<file path="src/rtl/csl_pkg.sv">
// csl_pkg: shared types for the comment and literal stripper
// holds the queue entry passed from the classifier front to the output back
// no dependencies
`default_nettype none

package csl_pkg;

  // one classified input beat: up to two kept bytes plus end-of-text marker
  typedef struct packed {
    logic [7:0] byte0;
    logic [7:0] byte1;
    logic       two;    // byte1 follows byte0
    logic       kept;   // byte0 is a kept byte (clear only on a bare end marker)
    logic       fin;    // closes the text
  } entry_t;

endpackage

`default_nettype wire

</file>
<file path="src/rtl/csl_fifo.sv">
// csl_fifo: short flop queue of csl_pkg::entry_t between front and back
// depends on csl_pkg
`default_nettype none

module csl_fifo #(
  parameter int DEPTH = 4
) (
  input  wire logic            clk,
  input  wire logic            rst_n,
  input  wire logic            push,
  input  wire csl_pkg::entry_t wr_data,
  input  wire logic            pop,
  output csl_pkg::entry_t      rd_data,
  output logic                 full,
  output logic                 not_empty
);

  localparam int AW = (DEPTH > 1) ? $clog2(DEPTH) : 1;
  localparam int CW = $clog2(DEPTH + 1);
  localparam logic [AW-1:0] LAST = AW'(DEPTH - 1);
  localparam logic [CW-1:0] FULL_CNT = CW'(DEPTH);

  csl_pkg::entry_t store_r [DEPTH];
  logic [AW-1:0]   wr_ptr_r, wr_ptr_nxt;
  logic [AW-1:0]   rd_ptr_r, rd_ptr_nxt;
  logic [CW-1:0]   count_r, count_nxt;
  logic            do_push, do_pop;

  assign full      = (count_r == FULL_CNT);
  assign not_empty = (count_r != '0);
  assign do_push   = push && !full;
  assign do_pop    = pop && not_empty;
  assign rd_data   = store_r[rd_ptr_r];

  always_comb begin
    wr_ptr_nxt = wr_ptr_r;
    rd_ptr_nxt = rd_ptr_r;
    count_nxt  = count_r;
    if (do_push) begin
      wr_ptr_nxt = (wr_ptr_r == LAST) ? '0 : wr_ptr_r + 1'b1;
    end
    if (do_pop) begin
      rd_ptr_nxt = (rd_ptr_r == LAST) ? '0 : rd_ptr_r + 1'b1;
    end
    if (do_push && !do_pop) begin
      count_nxt = count_r + 1'b1;
    end else if (do_pop && !do_push) begin
      count_nxt = count_r - 1'b1;
    end
  end

  always_ff @(posedge clk) begin
    if (!rst_n) begin
      wr_ptr_r <= '0;
      rd_ptr_r <= '0;
      count_r  <= '0;
    end else begin
      wr_ptr_r <= wr_ptr_nxt;
      rd_ptr_r <= rd_ptr_nxt;
      count_r  <= count_nxt;
    end
  end

  always_ff @(posedge clk) begin
    if (do_push) begin
      store_r[wr_ptr_r] <= wr_data;
    end
  end

endmodule

`default_nettype wire

</file>
<file path="src/rtl/csl_front.sv">
// csl_front: accepts text bytes, tracks comment/literal mode, classifies each beat
// produces csl_pkg::entry_t for the queue; depends on csl_pkg
`default_nettype none

module csl_front (
  input  wire logic       clk,
  input  wire logic       rst_n,
  input  wire logic       acc,
  input  wire logic [7:0] b,
  input  wire logic       fin,
  output logic            push,
  output csl_pkg::entry_t entry
);

  typedef enum logic [4:0] {
    MODE_NORMAL = 5'b00001,
    MODE_LINE   = 5'b00010,
    MODE_BLOCK  = 5'b00100,
    MODE_STRING = 5'b01000,
    MODE_CHAR   = 5'b10000
  } mode_t;

  localparam logic [7:0] CH_SLASH = 8'h2f;
  localparam logic [7:0] CH_STAR  = 8'h2a;
  localparam logic [7:0] CH_NL    = 8'h0a;
  localparam logic [7:0] CH_DQ    = 8'h22;
  localparam logic [7:0] CH_SQ    = 8'h27;
  localparam logic [7:0] CH_BS    = 8'h5c;

  mode_t      mode_r, mode_nxt;
  logic [7:0] held_byte_r, held_byte_nxt;
  logic       held_valid_r, held_valid_nxt;
  logic       skip_held_r, skip_held_nxt;
  logic       parity_r, parity_nxt;

  logic [7:0] em0, em1;
  logic [1:0] cnt;
  logic       normal_go;
  logic       quote_ok;

  assign quote_ok = !parity_r;

  always_comb begin
    mode_nxt       = mode_r;
    held_byte_nxt  = held_byte_r;
    held_valid_nxt = held_valid_r;
    skip_held_nxt  = skip_held_r;
    em0            = '0;
    em1            = '0;
    cnt            = '0;
    normal_go      = 1'b0;

    case (mode_r)
      MODE_LINE: begin
        if (b == CH_NL) begin
          mode_nxt = MODE_NORMAL;
          em0      = b;
          cnt      = 2'd1;
        end
      end
      MODE_BLOCK: begin
        if (held_valid_r && b == CH_SLASH) begin
          mode_nxt       = MODE_NORMAL;
          held_valid_nxt = 1'b0;
          held_byte_nxt  = '0;
          skip_held_nxt  = 1'b0;
        end else if (b == CH_STAR) begin
          held_byte_nxt  = b;
          held_valid_nxt = 1'b1;
          skip_held_nxt  = 1'b1;
        end else begin
          held_valid_nxt = 1'b0;
          held_byte_nxt  = '0;
          skip_held_nxt  = 1'b0;
        end
      end
      MODE_STRING: begin
        if (b == CH_DQ && quote_ok) begin
          mode_nxt = MODE_NORMAL;
        end
      end
      MODE_CHAR: begin
        if (b == CH_SQ && quote_ok) begin
          mode_nxt = MODE_NORMAL;
        end
      end
      default: begin
        mode_nxt = MODE_NORMAL;
        if (held_valid_r) begin
          held_valid_nxt = 1'b0;
          held_byte_nxt  = '0;
          skip_held_nxt  = 1'b0;
          if (b == CH_SLASH) begin
            mode_nxt = MODE_LINE;
          end else if (b == CH_STAR) begin
            mode_nxt = MODE_BLOCK;
          end else begin
            // held slash was plain division, emit it first
            em0       = CH_SLASH;
            cnt       = 2'd1;
            normal_go = 1'b1;
          end
        end else begin
          normal_go = 1'b1;
        end
      end
    endcase

    if (normal_go) begin
      if (b == CH_SLASH) begin
        held_byte_nxt  = b;
        held_valid_nxt = 1'b1;
        skip_held_nxt  = 1'b0;
      end else if (b == CH_DQ && quote_ok) begin
        mode_nxt = MODE_STRING;
      end else if (b == CH_SQ && quote_ok) begin
        mode_nxt = MODE_CHAR;
      end else begin
        if (cnt == 2'd0) begin
          em0 = b;
        end else begin
          em1 = b;
        end
        cnt = cnt + 2'd1;
      end
    end

    parity_nxt = (b == CH_BS) ? !parity_r : 1'b0;

    if (fin) begin
      // flush a held slash; a held star in a block comment is dropped
      if (held_valid_nxt && !skip_held_nxt && cnt != 2'd2) begin
        if (cnt == 2'd0) begin
          em0 = held_byte_nxt;
        end else begin
          em1 = held_byte_nxt;
        end
        cnt = cnt + 2'd1;
      end
      mode_nxt       = MODE_NORMAL;
      held_byte_nxt  = '0;
      held_valid_nxt = 1'b0;
      skip_held_nxt  = 1'b0;
      parity_nxt     = 1'b0;
    end
  end

  assign push        = acc && ((cnt != 2'd0) || fin);
  assign entry.byte0 = em0;
  assign entry.byte1 = em1;
  assign entry.two   = (cnt == 2'd2);
  assign entry.kept  = (cnt != 2'd0);
  assign entry.fin   = fin;

  always_ff @(posedge clk) begin
    if (!rst_n) begin
      mode_r       <= MODE_NORMAL;
      held_byte_r  <= '0;
      held_valid_r <= 1'b0;
      skip_held_r  <= 1'b0;
      parity_r     <= 1'b0;
    end else if (acc) begin
      mode_r       <= mode_nxt;
      held_byte_r  <= held_byte_nxt;
      held_valid_r <= held_valid_nxt;
      skip_held_r  <= skip_held_nxt;
      parity_r     <= parity_nxt;
    end
  end

endmodule

`default_nettype wire

</file>
<file path="src/rtl/csl_back.sv">
// csl_back: pops queue entries and serialises them into result beats
// owns the output register; depends on csl_pkg
`default_nettype none

module csl_back (
  input  wire logic            clk,
  input  wire logic            rst_n,
  input  wire csl_pkg::entry_t head,
  input  wire logic            head_avail,
  output logic                 pop,
  output logic                 res_valid,
  input  wire logic            res_ready,
  output logic [7:0]           res_byte,
  output logic                 res_kept,
  output logic                 res_done,
  output logic                 res_last
);

  logic       vld_r;
  logic [7:0] byte_r;
  logic       kept_r, done_r, last_r;
  logic       pend_r, pend_nxt;
  logic [7:0] pend_byte_r;
  logic       pend_fin_r;
  logic       slot_free;
  logic       load;

  assign slot_free = !vld_r || res_ready;
  assign pop       = slot_free && !pend_r && head_avail;
  assign load      = slot_free && (pend_r || head_avail);

  always_comb begin
    pend_nxt = pend_r;
    if (slot_free) begin
      if (pend_r) begin
        pend_nxt = 1'b0;
      end else if (head_avail) begin
        pend_nxt = head.two;
      end
    end
  end

  always_ff @(posedge clk) begin
    if (!rst_n) begin
      vld_r  <= 1'b0;
      pend_r <= 1'b0;
    end else begin
      pend_r <= pend_nxt;
      if (slot_free) begin
        vld_r <= load;
      end
    end
  end

  always_ff @(posedge clk) begin
    if (slot_free) begin
      if (pend_r) begin
        byte_r <= pend_byte_r;
        kept_r <= 1'b1;
        done_r <= pend_fin_r;
        last_r <= 1'b1;
      end else if (head_avail) begin
        byte_r      <= head.byte0;
        kept_r      <= head.kept;
        done_r      <= head.fin && !head.two;
        last_r      <= !head.two;
        pend_byte_r <= head.byte1;
        pend_fin_r  <= head.fin;
      end
    end
  end

  assign res_valid = vld_r;
  assign res_byte  = byte_r;
  assign res_kept  = kept_r;
  assign res_done  = done_r;
  assign res_last  = last_r;

endmodule

`default_nettype wire

</file>
<file path="src/rtl/comment_and_literal_stripper.sv">
// comment_and_literal_stripper: top level, strips C/C++ comments and literals
// instantiates csl_front, csl_fifo and csl_back; depends on csl_pkg
`default_nettype none

//  channel  handshake                    payload
//  -------  ---------------------------  ----------------------------------------
//  input    in_valid / in_ready          in_byte[7:0], in_is_final
//  result   out_item_valid / out_ready   out_byte[7:0], out_valid, out_text_done,
//                                        out_run_end
//
//  one input beat is accepted per cycle while the queue has room; a beat
//  that yields one result leaves at one per cycle while out_ready is high;
//  a beat that yields two results (held slash plus a following byte) holds
//  the output register for each result in turn, so the output register sets the sustained rate
//  an accepted beat passes through the queue, then the output register
//  reset is synchronous, active low; it clears mode, held byte and queue
//  a stalled result side fills the queue and then drops in_ready

module comment_and_literal_stripper #(
  parameter int QUEUE_DEPTH = 4
) (
  input  wire logic       clk,
  input  wire logic       rst_n,
  input  wire logic       in_valid,
  output logic            in_ready,
  input  wire logic [7:0] in_byte,
  input  wire logic       in_is_final,
  output logic            out_item_valid,
  input  wire logic       out_ready,
  output logic [7:0]      out_byte,
  output logic            out_valid,
  output logic            out_text_done,
  output logic            out_run_end
);

  csl_pkg::entry_t front_entry;
  csl_pkg::entry_t head_entry;
  logic            front_push;
  logic            q_full;
  logic            q_not_empty;
  logic            back_pop;
  logic            in_acc;

  // the front only stalls when the queue cannot take another beat
  assign in_ready = !q_full;
  assign in_acc   = in_valid && in_ready;

  // front: mode tracking, lookahead on slash and star, quote parity
  csl_front u_front (
    .clk   (clk),
    .rst_n (rst_n),
    .acc   (in_acc),
    .b     (in_byte),
    .fin   (in_is_final),
    .push  (front_push),
    .entry (front_entry)
  );

  // decoupling queue, beats that yield nothing and do not end the text are never pushed
  csl_fifo #(
    .DEPTH (QUEUE_DEPTH)
  ) u_queue (
    .clk       (clk),
    .rst_n     (rst_n),
    .push      (front_push),
    .wr_data   (front_entry),
    .pop       (back_pop),
    .rd_data   (head_entry),
    .full      (q_full),
    .not_empty (q_not_empty)
  );

  // back: splits two-byte entries and drives the result beat
  csl_back u_back (
    .clk        (clk),
    .rst_n      (rst_n),
    .head       (head_entry),
    .head_avail (q_not_empty),
    .pop        (back_pop),
    .res_valid  (out_item_valid),
    .res_ready  (out_ready),
    .res_byte   (out_byte),
    .res_kept   (out_valid),
    .res_done   (out_text_done),
    .res_last   (out_run_end)
  );

endmodule

`default_nettype wire

</file>
<file path="config.mk">
export PLATFORM = sky130hd
export DESIGN_NAME = comment_and_literal_stripper
export DESIGN_NICKNAME = d
export VERILOG_FILES = /design/src/rtl/csl_pkg.sv /design/src/rtl/csl_fifo.sv /design/src/rtl/csl_front.sv /design/src/rtl/csl_back.sv /design/src/rtl/comment_and_literal_stripper.sv
export SDC_FILE = /design/constraint.sdc
export NUM_CORES = 1
export LEC_CHECK = 0
export ABC_AREA = 1
export BUFFER_PORTS_ARGS = -buffer_cell sky130_fd_sc_hd__buf_4
export CORE_UTILIZATION = 35
export DETAILED_ROUTE_END_ITERATION = 8
export GPL_ROUTABILITY_DRIVEN = 0
export HOLD_SLACK_MARGIN = 0.03
export SLEW_MARGIN = 20
export SYNTH_ARGS = -nofsm -noshare
export SYNTH_HDL_FRONTEND = slang
export SYNTH_HIERARCHICAL = 1
export SYNTH_SLANG_ARGS = --single-unit
</file>
<file path="constraint.sdc">
create_clock -name clk -period 3.5 [get_ports clk]
set_clock_uncertainty 0.1 [all_clocks]
set_input_delay 0.175 -clock clk [delete_from_list [all_inputs] [get_ports clk]]
set_output_delay 0.175 -clock clk [all_outputs]
set_load 0.02 [all_outputs]
</file>
==> reports/metrics.cfg <==
[setup_path]
cpMaxStageDelayCell=dlygate4sd3_1
critPathMaxFanout=10
end_kind=flop
start_kind=primary input
critical_path_required_ns=3.53
cpPeakStageDelay_ns=0.54
arrival_ns=3.34
critPathKind=in -> reg
path_delay_family=simple AND/OR/NAND/NOR gates
critPathBufInv=4
path_cells=dlygate4sd3_1 > buf_4 > inv_1 > nand2_1 > nor2_2 > nand2_2 > nand2_2 > nor2_1 > nand2_4 > nand2_8 > ha_1 > inv_1 > nand3_2 > nand2_4 > ha_1 > nor2_1 > nand4_2 > o21ai_0

[placement]
port_buffers=25
dpl_cell_area_sq_mm=0.006325
dp_hpwl_microns=8555
dp_cells=863

[clock_tree]
cts_root_buf=clkbuf_16
cts_num_sinks=123
htree_levels=4
cts_tree=done
insertion_delay_ns=0.40
clk_path_buf_depth=2
clkTransAtPathRegs_ns=0.05
cts_buffers=17

[sta]
setup_tns_ns=0
worstMarginPinSlew_ns=0.6330
min_period_ns=3.317
holdWs_ns=0.05316
finalSetupViolCount=0
fmax_mhz=301.5
rsz0062_at_grt=false
fin_crit_sh_pct=94.76
finalHoldViolCount=0
max-slew-margin-rel_pct=57.74
drv_slew=0

[synthesis]
synth_edf_count=96
synthCells=624
synth_seq_cells=123
syn_area_sq_mm=0.005934
async_flop_share_pct=0
syn_area_per_cell_sq_um=9.510
ys_warn_count=6
synth_nets=647
ys_types=39
synth-seq-area-share_pct=57.69
synth_ff_type=edfxtp_1

[floorplanning]
core-area_sq_mm=0.01658
die_w_microns=132.2
fp.dieH_microns=132.2
fp-row-count=47
ios=26
start_util_pct=35.79
dieArea_sq_mm=0.01748

[power]
peakVddDrop_mv=0.3342
clockPowerShare_pct=31.6
p_leak_uw=0.002825
p_comb_share_pct=27.1
p_int_uw=3514
switchingPower_uw=1667
p_sw_share_pct=32.18
power_frac_seq_pct=41.2
powerDensity_mw_per_mm2=743.6

[routing]
wl_microns=12470
drt_iter0_drc=395
drt-wirelength-per-cell_microns=13.81
drc_errors=0
vias=4344
antenna_left=0
routed_via_density=4.811
dr.pass1.iters=6

[global_routing]
grt_pass1_wl_microns=20240
grt_pass1_vias=4156
antenna_found_initial=0
overflow=0
gr-usage-all-layers_pct=14.85
grt_start_max_net_pins=39

[layout]
fin_nets=693
final_common_cell=nand2_1
final_core_util_pct=42.02
finalInstanceArea_sq_mm=0.006968
synthToLayoutAreaGrowth_pct=17.42
final_cells=903
layout-drive-gt1-share_pct=16.25
fill_cells=1594
antenna_cells=0
final_cell_mix=147 x nand2_1, 96 x edfxtp_1, 86 x nor2_1, 65 x inv_1, 49 x o21ai_0

[run]
drv_cap=0

[run_status]
status=complete, no violations

[min_path]
hold_path_class=in -> reg

## layer usage
| metal | part of all wire (%) | vias to the layer above | GRT usage [%] | wire length (microns) |
|---|---|---|---|---|
| met5 | 0 | - | 0 | 0 |
| met1 | 45 | 2047 | 17.76 | 5605 |
| met3 | 4.6 | 10 | 4.306 | 575 |
| met4 | 0.79 | 0 | 4.151 | 99 |
| li1 | - | 2168 | - | - |
| met2 | 50 | 119 | 25.96 | 6189 |
## final timing paths
path | start | end | slack [ns] | cells after the start
max reg2reg | u_front/mode_r[2] | u_queue/store_r[1][18] | 0.28 | 15
min | in_valid | u_front/mode_r[0] | 0.05 | 5
max | in_byte[0] | u_queue/store_r[1][18] | 0.18 | 18
min reg2reg | u_front/held_byte_r[7] | u_front/held_byte_r[7] | 0.37 | 2
## worst reg2reg max path, delay by kind of cell, from the launching register on
kind,cells,cell delay (ns)
flops,1,0.36
simple gates,10,1.37
fa+ha+maj,2,0.51
buf+inv,2,0.11
compound gates,1,0.50
## sequential cells by signal, indices dropped and copies added, names as in the netlist, named ones only
name,flops
u_queue/rd_ptr_r,2
u_front/parity_r,1
u_front/held_valid_r,1
u_back/res_byte,8
u_back/res_kept,1
u_queue/wr_ptr_r,2
u_queue/store_r,76
u_back/res_last,1
u_front/skip_held_r,1
u_back/pend_fin_r,1
u_queue/count_r,3
u_front/mode_r,5
u_back/pend_byte_r,8
u_back/res_valid,1
u_back/pend_r,1
u_front/held_byte_r,8
u_back/res_done,1
## final cells by class
cell class,count,area [sq um],share of cell area [%]
multi-input cells,410,2078,29.83
repair buffers,46,357.8,5.136
inverters,72,275.3,3.950
clock inverters,13,125.1,1.796
clock buffers,19,432.9,6.213
well taps,220,275.3,3.950
flip-flops and latches,123,3423,49.13
## power groups by stage
stage	Combinational, uW	Clock, uW	Sequential (uW)
CTS	1420	1670	2140
detailed placement	1410	0	2170
finish	1410	1640	2140
global route	1580	1730	2170
floorplan	991	0	2210
global placement	1370	0	2160
## synth_stat cells (7+ instances only)
master / instances / area [sq um]
a21oi_1: 24 / 120.1
buf_6: 7 / 78.83
dfxtp_1: 27 / 540.5
edfxtp_1: 96 / 2883
ha_1: 9 / 112.6
inv_1: 66 / 247.7
nand2_1: 149 / 559.3
nand3_1: 24 / 120.1
nand4_1: 8 / 50.05
nor2_1: 87 / 326.6
o21ai_0: 49 / 245.2
o22ai_1: 19 / 118.9
## cell families (layout without fill, tap and decap cells)
logic type	after synthesis	after routing	share of synthesized area, %
adder cells (fa/ha/maj)	10	10	2.235
buffers and inverters	91	150	7.506
flip-flops	123	123	57.68
AND/OR/NAND/NOR	303	303	23.57
AO/OA/AOI/OAI	97	97	9.003
## stage by stage
step | setup slack (ns) | power (uW)
2_1_floorplan | 0.3437 | 3203
3_3_place_gp | 0.2898 | 3525
3_5_place_dp | 0.1254 | 3582
4_1_cts | 0.05994 | 5225
5_1_grt | 0.01795 | 5476
6_report | 0.1834 | 5181
## timing repair
action                     in CTS  in global routing
resized for setup               0                  6
hold endpoints to repair       16                  0
hold buffers                    5                  0
setup endpoints to repair       0                 10
buffers inserted                0                  3
No activity file was read; power rests on OpenSTA's default activity.
